===== src/sv/mqm_pkg.sv =====
// mqm_pkg: shared constants and types for the mDNS query matcher.
// Depends on nothing; imported by the matcher and its checker.
package mqm_pkg;

   // Sizes of the hostname store and the packet
   localparam int unsigned MAX_HOST_LEN   = 32;
   localparam int unsigned MAX_PACKET_LEN = 255;
   localparam int unsigned HDR_LEN        = 12;

   // Result status codes
   typedef logic [1:0] status_type;
   localparam status_type ST_REPLY    = 2'd0;
   localparam status_type ST_NO_MATCH = 2'd1;
   localparam status_type ST_BAD_LEN  = 2'd2;
   localparam status_type ST_BAD_HDR  = 2'd3;

   // Configuration register indexes
   typedef logic [2:0] csr_index_type;
   localparam csr_index_type CSR_HOST_LEN     = 3'd0;
   localparam csr_index_type CSR_HOST_BYTES_0 = 3'd1;
   localparam csr_index_type CSR_HOST_BYTES_1 = 3'd2;
   localparam csr_index_type CSR_HOST_BYTES_2 = 3'd3;
   localparam csr_index_type CSR_HOST_BYTES_3 = 3'd4;

   // Characters of the label "local", by position
   function automatic logic [7:0] suffix_char(input logic [2:0] idx);
      logic [7:0] ch;
      case (idx)
         3'd0:    ch = 8'h6C;
         3'd1:    ch = 8'h6F;
         3'd2:    ch = 8'h63;
         3'd3:    ch = 8'h61;
         3'd4:    ch = 8'h6C;
         default: ch = 8'h00;
      endcase
      return ch;
   endfunction

endpackage


===== src/sv/mdns_query_matcher.sv =====
// mdns_query_matcher: walks an mDNS query byte by byte and reports whether
// it asks for this host's A record. Depends on mqm_pkg.
//
//   channel  direction  handshake            payload
//   req      in         req_valid/req_stall  req_data_byte[7:0], req_last_byte
//   rsp      out        rsp_valid/rsp_stall  rsp_status[1:0]
//   csr      in         csr_write            csr_index[2:0], csr_data[63:0]
//
// One byte is taken every cycle while req_stall is low; the parse state
// updates in the cycle it is taken, and the status of a packet shows in the
// cycle after its last byte. req_stall rises only while a status beat waits
// on a stalled rsp side. Synchronous reset clears the parse state, the
// hostname registers and the result valid flag.
module mdns_query_matcher
   import mqm_pkg::*;
(
   input  logic          clock,
   input  logic          reset,
   input  logic          req_valid,
   output logic          req_stall,
   input  logic [7:0]    req_data_byte,
   input  logic          req_last_byte,
   output logic          rsp_valid,
   input  logic          rsp_stall,
   output logic [1:0]    rsp_status,
   input  logic          csr_write,
   input  logic [2:0]    csr_index,
   input  logic [63:0]   csr_data
);

   // Parse phases
   localparam logic [2:0] PH_HEADER   = 3'd0;
   localparam logic [2:0] PH_NAME_LEN = 3'd1;
   localparam logic [2:0] PH_LABEL    = 3'd2;
   localparam logic [2:0] PH_PTR2     = 3'd3;
   localparam logic [2:0] PH_TC       = 3'd4;
   localparam logic [2:0] PH_DONE     = 3'd5;

   localparam logic [6:0] CMP_LIMIT = 7'h7F;
   localparam logic [8:0] POS_LIMIT = 9'(MAX_PACKET_LEN);

   // Configuration
   logic [5:0]         host_len_ff;
   logic [3:0][63:0]   host_bytes_ff;
   logic [31:0][7:0]   host_byte_view;

   // Parse state
   logic [8:0]   byte_position_ff, byte_position_in;
   logic [2:0]   parse_phase_ff, parse_phase_in;
   logic [15:0]  question_total_ff, question_total_in;
   logic [15:0]  questions_done_ff, questions_done_in;
   logic [7:0]   label_skip_left_ff, label_skip_left_in;
   logic [6:0]   name_compare_pos_ff, name_compare_pos_in;
   logic         name_still_equal_ff, name_still_equal_in;
   logic [31:0]  type_class_bytes_ff, type_class_bytes_in;
   logic         answer_found_ff, answer_found_in;
   logic         header_bad_ff, header_bad_in;

   // Result register
   logic         rsp_valid_ff, rsp_valid_in;
   status_type   rsp_status_ff, rsp_status_in;

   logic         req_beat;
   logic         host_usable;
   logic [7:0]   hl8;
   logic [6:0]   host_idx;
   logic [7:0]   exp_byte;
   logic         exp_valid;
   logic         exp_match;
   logic [7:0]   suffix_off;
   logic [8:0]   count;
   logic [15:0]  qtype;
   logic [15:0]  qclass;
   logic [15:0]  done_next;

   assign host_byte_view = host_bytes_ff;
   assign req_stall      = rsp_valid_ff & rsp_stall;
   assign req_beat       = req_valid & ~req_stall;
   assign rsp_valid      = rsp_valid_ff;
   assign rsp_status     = rsp_status_ff;

   assign hl8         = {2'b00, host_len_ff};
   assign host_usable = (host_len_ff != 6'd0) && (hl8 <= 8'(MAX_HOST_LEN)) &&
                        (hl8 <= 8'd32);

   // Expected byte of <len><hostname><5>local<0> at the compare position
   always_comb begin
      host_idx   = name_compare_pos_ff - 7'd1;
      suffix_off = {1'b0, name_compare_pos_ff} - hl8 - 8'd2;
      exp_byte   = 8'h00;
      exp_valid  = 1'b0;
      if (name_compare_pos_ff == 7'd0) begin
         exp_byte  = {2'b00, host_len_ff};
         exp_valid = 1'b1;
      end else if ({1'b0, name_compare_pos_ff} <= hl8) begin
         exp_byte  = host_byte_view[host_idx[4:0]];
         exp_valid = (host_idx < 7'd32);
      end else if ({1'b0, name_compare_pos_ff} == hl8 + 8'd1) begin
         exp_byte  = 8'd5;
         exp_valid = 1'b1;
      end else if ({1'b0, name_compare_pos_ff} <= hl8 + 8'd6) begin
         exp_byte  = suffix_char(suffix_off[2:0]);
         exp_valid = 1'b1;
      end else if ({1'b0, name_compare_pos_ff} == hl8 + 8'd7) begin
         exp_byte  = 8'h00;
         exp_valid = 1'b1;
      end
   end

   // Type and class as they stand once the current byte is shifted in
   assign exp_match = exp_valid && (exp_byte == req_data_byte);
   assign qtype     = type_class_bytes_ff[23:8];
   assign qclass    = {type_class_bytes_ff[7:0], req_data_byte};
   assign done_next = questions_done_ff + 16'd1;

   // Advance the parse state by one byte
   always_comb begin
      byte_position_in    = byte_position_ff;
      parse_phase_in      = parse_phase_ff;
      question_total_in   = question_total_ff;
      questions_done_in   = questions_done_ff;
      label_skip_left_in  = label_skip_left_ff;
      name_compare_pos_in = name_compare_pos_ff;
      name_still_equal_in = name_still_equal_ff;
      type_class_bytes_in = type_class_bytes_ff;
      answer_found_in     = answer_found_ff;
      header_bad_in       = header_bad_ff;

      if (byte_position_ff <= POS_LIMIT) begin
         byte_position_in = byte_position_ff + 9'd1;

         // Compare name bytes while a name is walked
         if ((parse_phase_ff == PH_NAME_LEN || parse_phase_ff == PH_LABEL ||
              parse_phase_ff == PH_PTR2) && name_compare_pos_ff < CMP_LIMIT) begin
            if (!exp_match) name_still_equal_in = 1'b0;
            name_compare_pos_in = name_compare_pos_ff + 7'd1;
         end

         case (parse_phase_ff)
            PH_HEADER: begin
               if (byte_position_ff == 9'd2 && (req_data_byte & 8'hF8) != 8'h00)
                  header_bad_in = 1'b1;
               if (byte_position_ff == 9'd4) question_total_in = {req_data_byte, 8'h00};
               if (byte_position_ff == 9'd5)
                  question_total_in = {question_total_ff[15:8], req_data_byte};
               if (byte_position_ff == 9'(HDR_LEN - 1)) begin
                  parse_phase_in = (question_total_ff != 16'd0) ? PH_NAME_LEN : PH_DONE;
                  name_compare_pos_in = 7'd0;
                  name_still_equal_in = 1'b1;
               end
            end
            PH_NAME_LEN: begin
               if (req_data_byte == 8'h00) begin
                  name_still_equal_in = name_still_equal_in && host_usable &&
                                        ({1'b0, name_compare_pos_in} == hl8 + 8'd8);
                  parse_phase_in      = PH_TC;
                  label_skip_left_in  = 8'd4;
                  type_class_bytes_in = 32'd0;
               end else if ((req_data_byte & 8'hC0) == 8'hC0) begin
                  parse_phase_in = PH_PTR2;
               end else begin
                  label_skip_left_in = req_data_byte;
                  parse_phase_in     = PH_LABEL;
               end
            end
            PH_LABEL: begin
               label_skip_left_in = label_skip_left_ff - 8'd1;
               if (label_skip_left_in == 8'd0) parse_phase_in = PH_NAME_LEN;
            end
            PH_PTR2: begin
               name_still_equal_in = name_still_equal_in && host_usable &&
                                     ({1'b0, name_compare_pos_in} == hl8 + 8'd8);
               parse_phase_in      = PH_TC;
               label_skip_left_in  = 8'd4;
               type_class_bytes_in = 32'd0;
            end
            PH_TC: begin
               type_class_bytes_in = {type_class_bytes_ff[23:0], req_data_byte};
               label_skip_left_in  = label_skip_left_ff - 8'd1;
               if (label_skip_left_in == 8'd0) begin
                  if ((qtype == 16'd1 || qtype == 16'd255) &&
                      (qclass & 16'h7FFF) == 16'd1 && name_still_equal_ff) begin
                     answer_found_in = 1'b1;
                     parse_phase_in  = PH_DONE;
                  end else begin
                     questions_done_in = done_next;
                     if (done_next == question_total_ff) begin
                        parse_phase_in = PH_DONE;
                     end else begin
                        parse_phase_in      = PH_NAME_LEN;
                        name_compare_pos_in = 7'd0;
                        name_still_equal_in = 1'b1;
                     end
                  end
               end
            end
            default: begin
            end
         endcase
      end
   end

   // Status of a packet on its last byte
   assign count = byte_position_in;
   always_comb begin
      if (count < 9'(HDR_LEN) || count > POS_LIMIT) rsp_status_in = ST_BAD_LEN;
      else if (header_bad_in)                       rsp_status_in = ST_BAD_HDR;
      else if (answer_found_in)                     rsp_status_in = ST_REPLY;
      else                                          rsp_status_in = ST_NO_MATCH;
   end

   // Load a status beat on a last byte, drop it once taken
   always_comb begin
      rsp_valid_in = rsp_valid_ff;
      if (req_beat && req_last_byte) rsp_valid_in = 1'b1;
      else if (!rsp_stall)           rsp_valid_in = 1'b0;
   end

   // Configuration registers
   always_ff @(posedge clock) begin
      if (reset) begin
         host_len_ff   <= '0;
         host_bytes_ff <= '0;
      end else if (csr_write) begin
         case (csr_index)
            CSR_HOST_LEN:     host_len_ff      <= csr_data[5:0];
            CSR_HOST_BYTES_0: host_bytes_ff[0] <= csr_data;
            CSR_HOST_BYTES_1: host_bytes_ff[1] <= csr_data;
            CSR_HOST_BYTES_2: host_bytes_ff[2] <= csr_data;
            CSR_HOST_BYTES_3: host_bytes_ff[3] <= csr_data;
            default: begin
            end
         endcase
      end
   end

   // Parse state: advance on each byte beat, clear after the last one
   always_ff @(posedge clock) begin
      if (reset || (req_beat && req_last_byte)) begin
         byte_position_ff    <= '0;
         parse_phase_ff      <= PH_HEADER;
         question_total_ff   <= '0;
         questions_done_ff   <= '0;
         label_skip_left_ff  <= '0;
         name_compare_pos_ff <= '0;
         name_still_equal_ff <= 1'b1;
         type_class_bytes_ff <= '0;
         answer_found_ff     <= 1'b0;
         header_bad_ff       <= 1'b0;
      end else if (req_beat) begin
         byte_position_ff    <= byte_position_in;
         parse_phase_ff      <= parse_phase_in;
         question_total_ff   <= question_total_in;
         questions_done_ff   <= questions_done_in;
         label_skip_left_ff  <= label_skip_left_in;
         name_compare_pos_ff <= name_compare_pos_in;
         name_still_equal_ff <= name_still_equal_in;
         type_class_bytes_ff <= type_class_bytes_in;
         answer_found_ff     <= answer_found_in;
         header_bad_ff       <= header_bad_in;
      end
   end

   // Result register
   always_ff @(posedge clock) begin
      if (reset) begin
         rsp_valid_ff <= 1'b0;
      end else begin
         rsp_valid_ff <= rsp_valid_in;
      end
   end

   always_ff @(posedge clock) begin
      if (req_beat && req_last_byte) begin
         rsp_status_ff <= rsp_status_in;
      end
   end

endmodule


===== config.mk =====
export PLATFORM = sky130hd
export DESIGN_NAME = mdns_query_matcher
export DESIGN_NICKNAME = d
export VERILOG_FILES = /design/src/sv/mqm_pkg.sv /design/src/sv/mdns_query_matcher.sv
export SDC_FILE = /design/constraint.sdc
export NUM_CORES = 1
export LEC_CHECK = 0
export BUFFER_PORTS_ARGS = -buffer_cell sky130_fd_sc_hd__buf_2
export CAP_MARGIN = 20
export CORE_MARGIN = 2
export CORE_UTILIZATION = 60
export CTS_CLUSTER_SIZE = 14
export DETAILED_ROUTE_END_ITERATION = 12
export PLACE_DENSITY = 0.9
export SETUP_SLACK_MARGIN = 0.15
export SYNTH_ARGS = -nofsm -noshare
export SYNTH_HDL_FRONTEND = slang
export SYNTH_SLANG_ARGS = --single-unit

===== constraint.sdc =====
create_clock -name clock -period 3.97 [get_ports clock]
set_clock_uncertainty 0.15 [all_clocks]
set_input_delay 0.5955 -clock clock [delete_from_list [all_inputs] [get_ports clock]]
set_output_delay 0.5955 -clock clock [all_outputs]
set_load 0.02 [all_outputs]

==> flow_summary.ini <==
[global_route]
grt_pass1_vias = 15161
grt_pass1_wl_um = 76500
grt_use_total = 0.308
use_met2 = 0.521
grt_overflow_total = 0
grt_antenna_before_repair = 1
grtUsageMet3 = 0.0526
use_met1 = 0.389
busiest_layer = met2
grt_max_degree = 171

[layout]
final_util = 0.670
drive_gt1_frac = 0.132
fin_area_mm2 = 0.0191
n_fill_cell = 2175
final_common_cell = nand2_1
final_cell_mix = nand2_1, dfxtp_1, a21oi_1, nor2_1, buf_2
nets = 2211
area_delta_synth_final_pct = 10.4

[drt]
drc = 0
vias = 15692
drt_wl_total_um = 47600
drt_iter0_drc = 1795
wl_per_cell_um = 18.9
final_antenna_net_count = 0
drtPass1Iterations = 5
viasPerCell = 6.24

[pwr]
p_leak_nw = 6.59
ir_worst_vdd_mv = 0.380
powerDensity_mw_per_mm2 = 398

[timing]
fmax_ghz = 0.288
period_minus_slack_ps = 3480
fin_ws_ps = 493
rsz0062_at_grt = false
slew_viol_final = 0
fin_crit_sh = 0.876
hold_viol = 0
timing.slew.headroom = 0.312
finalSetupViolCount = 0
hold_slack_ps = 181
setup_tns_ps = 0
tightest_slew_ps = 1030

[run]
max_cap_violations = 0

[run_status]
status = finished clean

[worst_setup_path]
critPathKind = reg2reg
worstPathMaxFanout = 13
required_ps = 4290
crit_arrival_ps = 3790
crit_path_end_kind = flop
cp-start-kind = flop

[cts]
cts_hold_buf = 0
clk_latency_ps = 530
cts-root-buf = clkbuf_16
post_cts_buffers = 0
htreeDepth = 2
cts_buffers = 37
cts_tree = built
cts.clk_slew.worst_paths_ps = 60
clock_sinks = 351
cts_buffer_depth = 3
ctsResizeCount = 0

[yosys]
syn_area_mm2 = 0.0173
synth_top_area_frac = 0.404
synth_seq_area_share = 0.407
synth_area_per_cell_um2 = 8.23
netlist_instances = 2104
synthArstFlopShare = 0
ys_warn_count = 0
synth_area_leader_cell = dfxtp_1
syn-num-nets = 2215
ys_types = 84
synth_edf_count = 2
ys_ff_latch = 351
synth_area_leaders = dfxtp_1, nand2_1, a21oi_1
synth-main-ff-cell = dfxtp_1

[die]
core_region_area_mm2 = 0.0285
dieArea_mm2 = 0.0302
rows = 62
io_pins = 85
die_w_um = 174
die_y_um = 174
start_util = 0.606

[place]
place.gp.congestion = 0.914
hpwl_um = 30900
place_area_mm2 = 0.0178
pre_cts_slack_ps = 369
port_buffers = 84

[hold_path]
hp-class = in2reg
[per-layer routing]
layer  share of wire  routed length (um)
met2            0.48               22900
met4           0.044                2070
met5         0.00071                  34
met3           0.094                4470
met1            0.38               18200
[where the power goes]
part / switching, W / leakage (nW) / total, W / internal, W
combinational: 0.000289 / 3.11 / 0.000424 / 0.000136
sequential: 0.0000351 / 2.84 / 0.00362 / 0.00358
clock: 0.00144 / 0.634 / 0.00357 / 0.00213
total: 0.00176 / 6.59 / 0.00762 / 0.00585
[sequential cells by signal (all words and copies together), names as in the netlist]
register / flops
host_len_ff: 6
name_still_equal_ff: 1
host_byte_view: 256
header_bad_ff: 1
rsp_status: 2
label_skip_left_ff: 8
questions_done_ff: 16
byte_position_ff: 9
answer_found_ff: 1
name_compare_pos_ff: 7
parse_phase_ff: 3
question_total_ff: 16
type_class_bytes_ff: 24
rsp_valid: 1
[kinds of logic after synthesis]
family,share of synthesized area
buf+inv,0.0457
compound gates,0.157
flops,0.407
fa+ha+maj,0.0217
simple gates,0.223
xor+xnor,0.0400
mux,0.105
[final timing paths]
path | from | endpoint | slack (ps) | cells past startpoint
worst max register to register | host_len_ff[2] | name_still_equal_ff | 490 | 14
worst min-delay path | csr_data[42] | host_byte_view[234] | 180 | 3
worst min register to register | host_byte_view[136] | host_byte_view[136] | 300 | 2
worst max-delay path | host_len_ff[2] | name_still_equal_ff | 490 | 14
[worst max-delay path: stages (launching register included)]
cell       delay (ps)
dfxtp_2           460
inv_1             160
ha_1              270
nor2b_1           170
xnor2_1            90
ha_1              300
nand4_1           100
or3_1             400
o31ai_2           100
o211ai_1          130
and3_1            230
a2111oi_2         330
nand4_1           140
nor3_1            230
a31o_1            160
[layout make-up]
type | count | area [um2] | area share
Multi-Input combinational cell | 1569 | 9510 | 0.498
Sequential cell | 351 | 7050 | 0.369
Clock buffer | 53 | 1100 | 0.0573
Timing Repair Buffer | 112 | 687 | 0.0359
Tap cell | 384 | 480 | 0.0251
Clock inverter | 14 | 171 | 0.00897
Inverter | 29 | 109 | 0.00569
Antenna cell | 1 | 2.50 | 0.000131
[through the flow]
step	instances	power [W]
2_1_floorplan	2104	0.00393
3_3_place_gp	2445	0.00409
3_5_place_dp	2445	0.00410
4_1_cts	2512	0.00763
5_1_grt	2512	0.00783
6_report	2513	0.00762
[Yosys cell counts (29+ instances only)]
library cell  number
nand3_1           35
nor2_1           127
xor2_1            30
inv_1             29
xnor2_1           44
clkbuf_1         112
a22oi_1           30
dfxtp_1          349
nand2_1          593
ha_1              30
mux4_2            68
a21oi_1          312
Note: power is estimated with default switching activity, not from simulation.
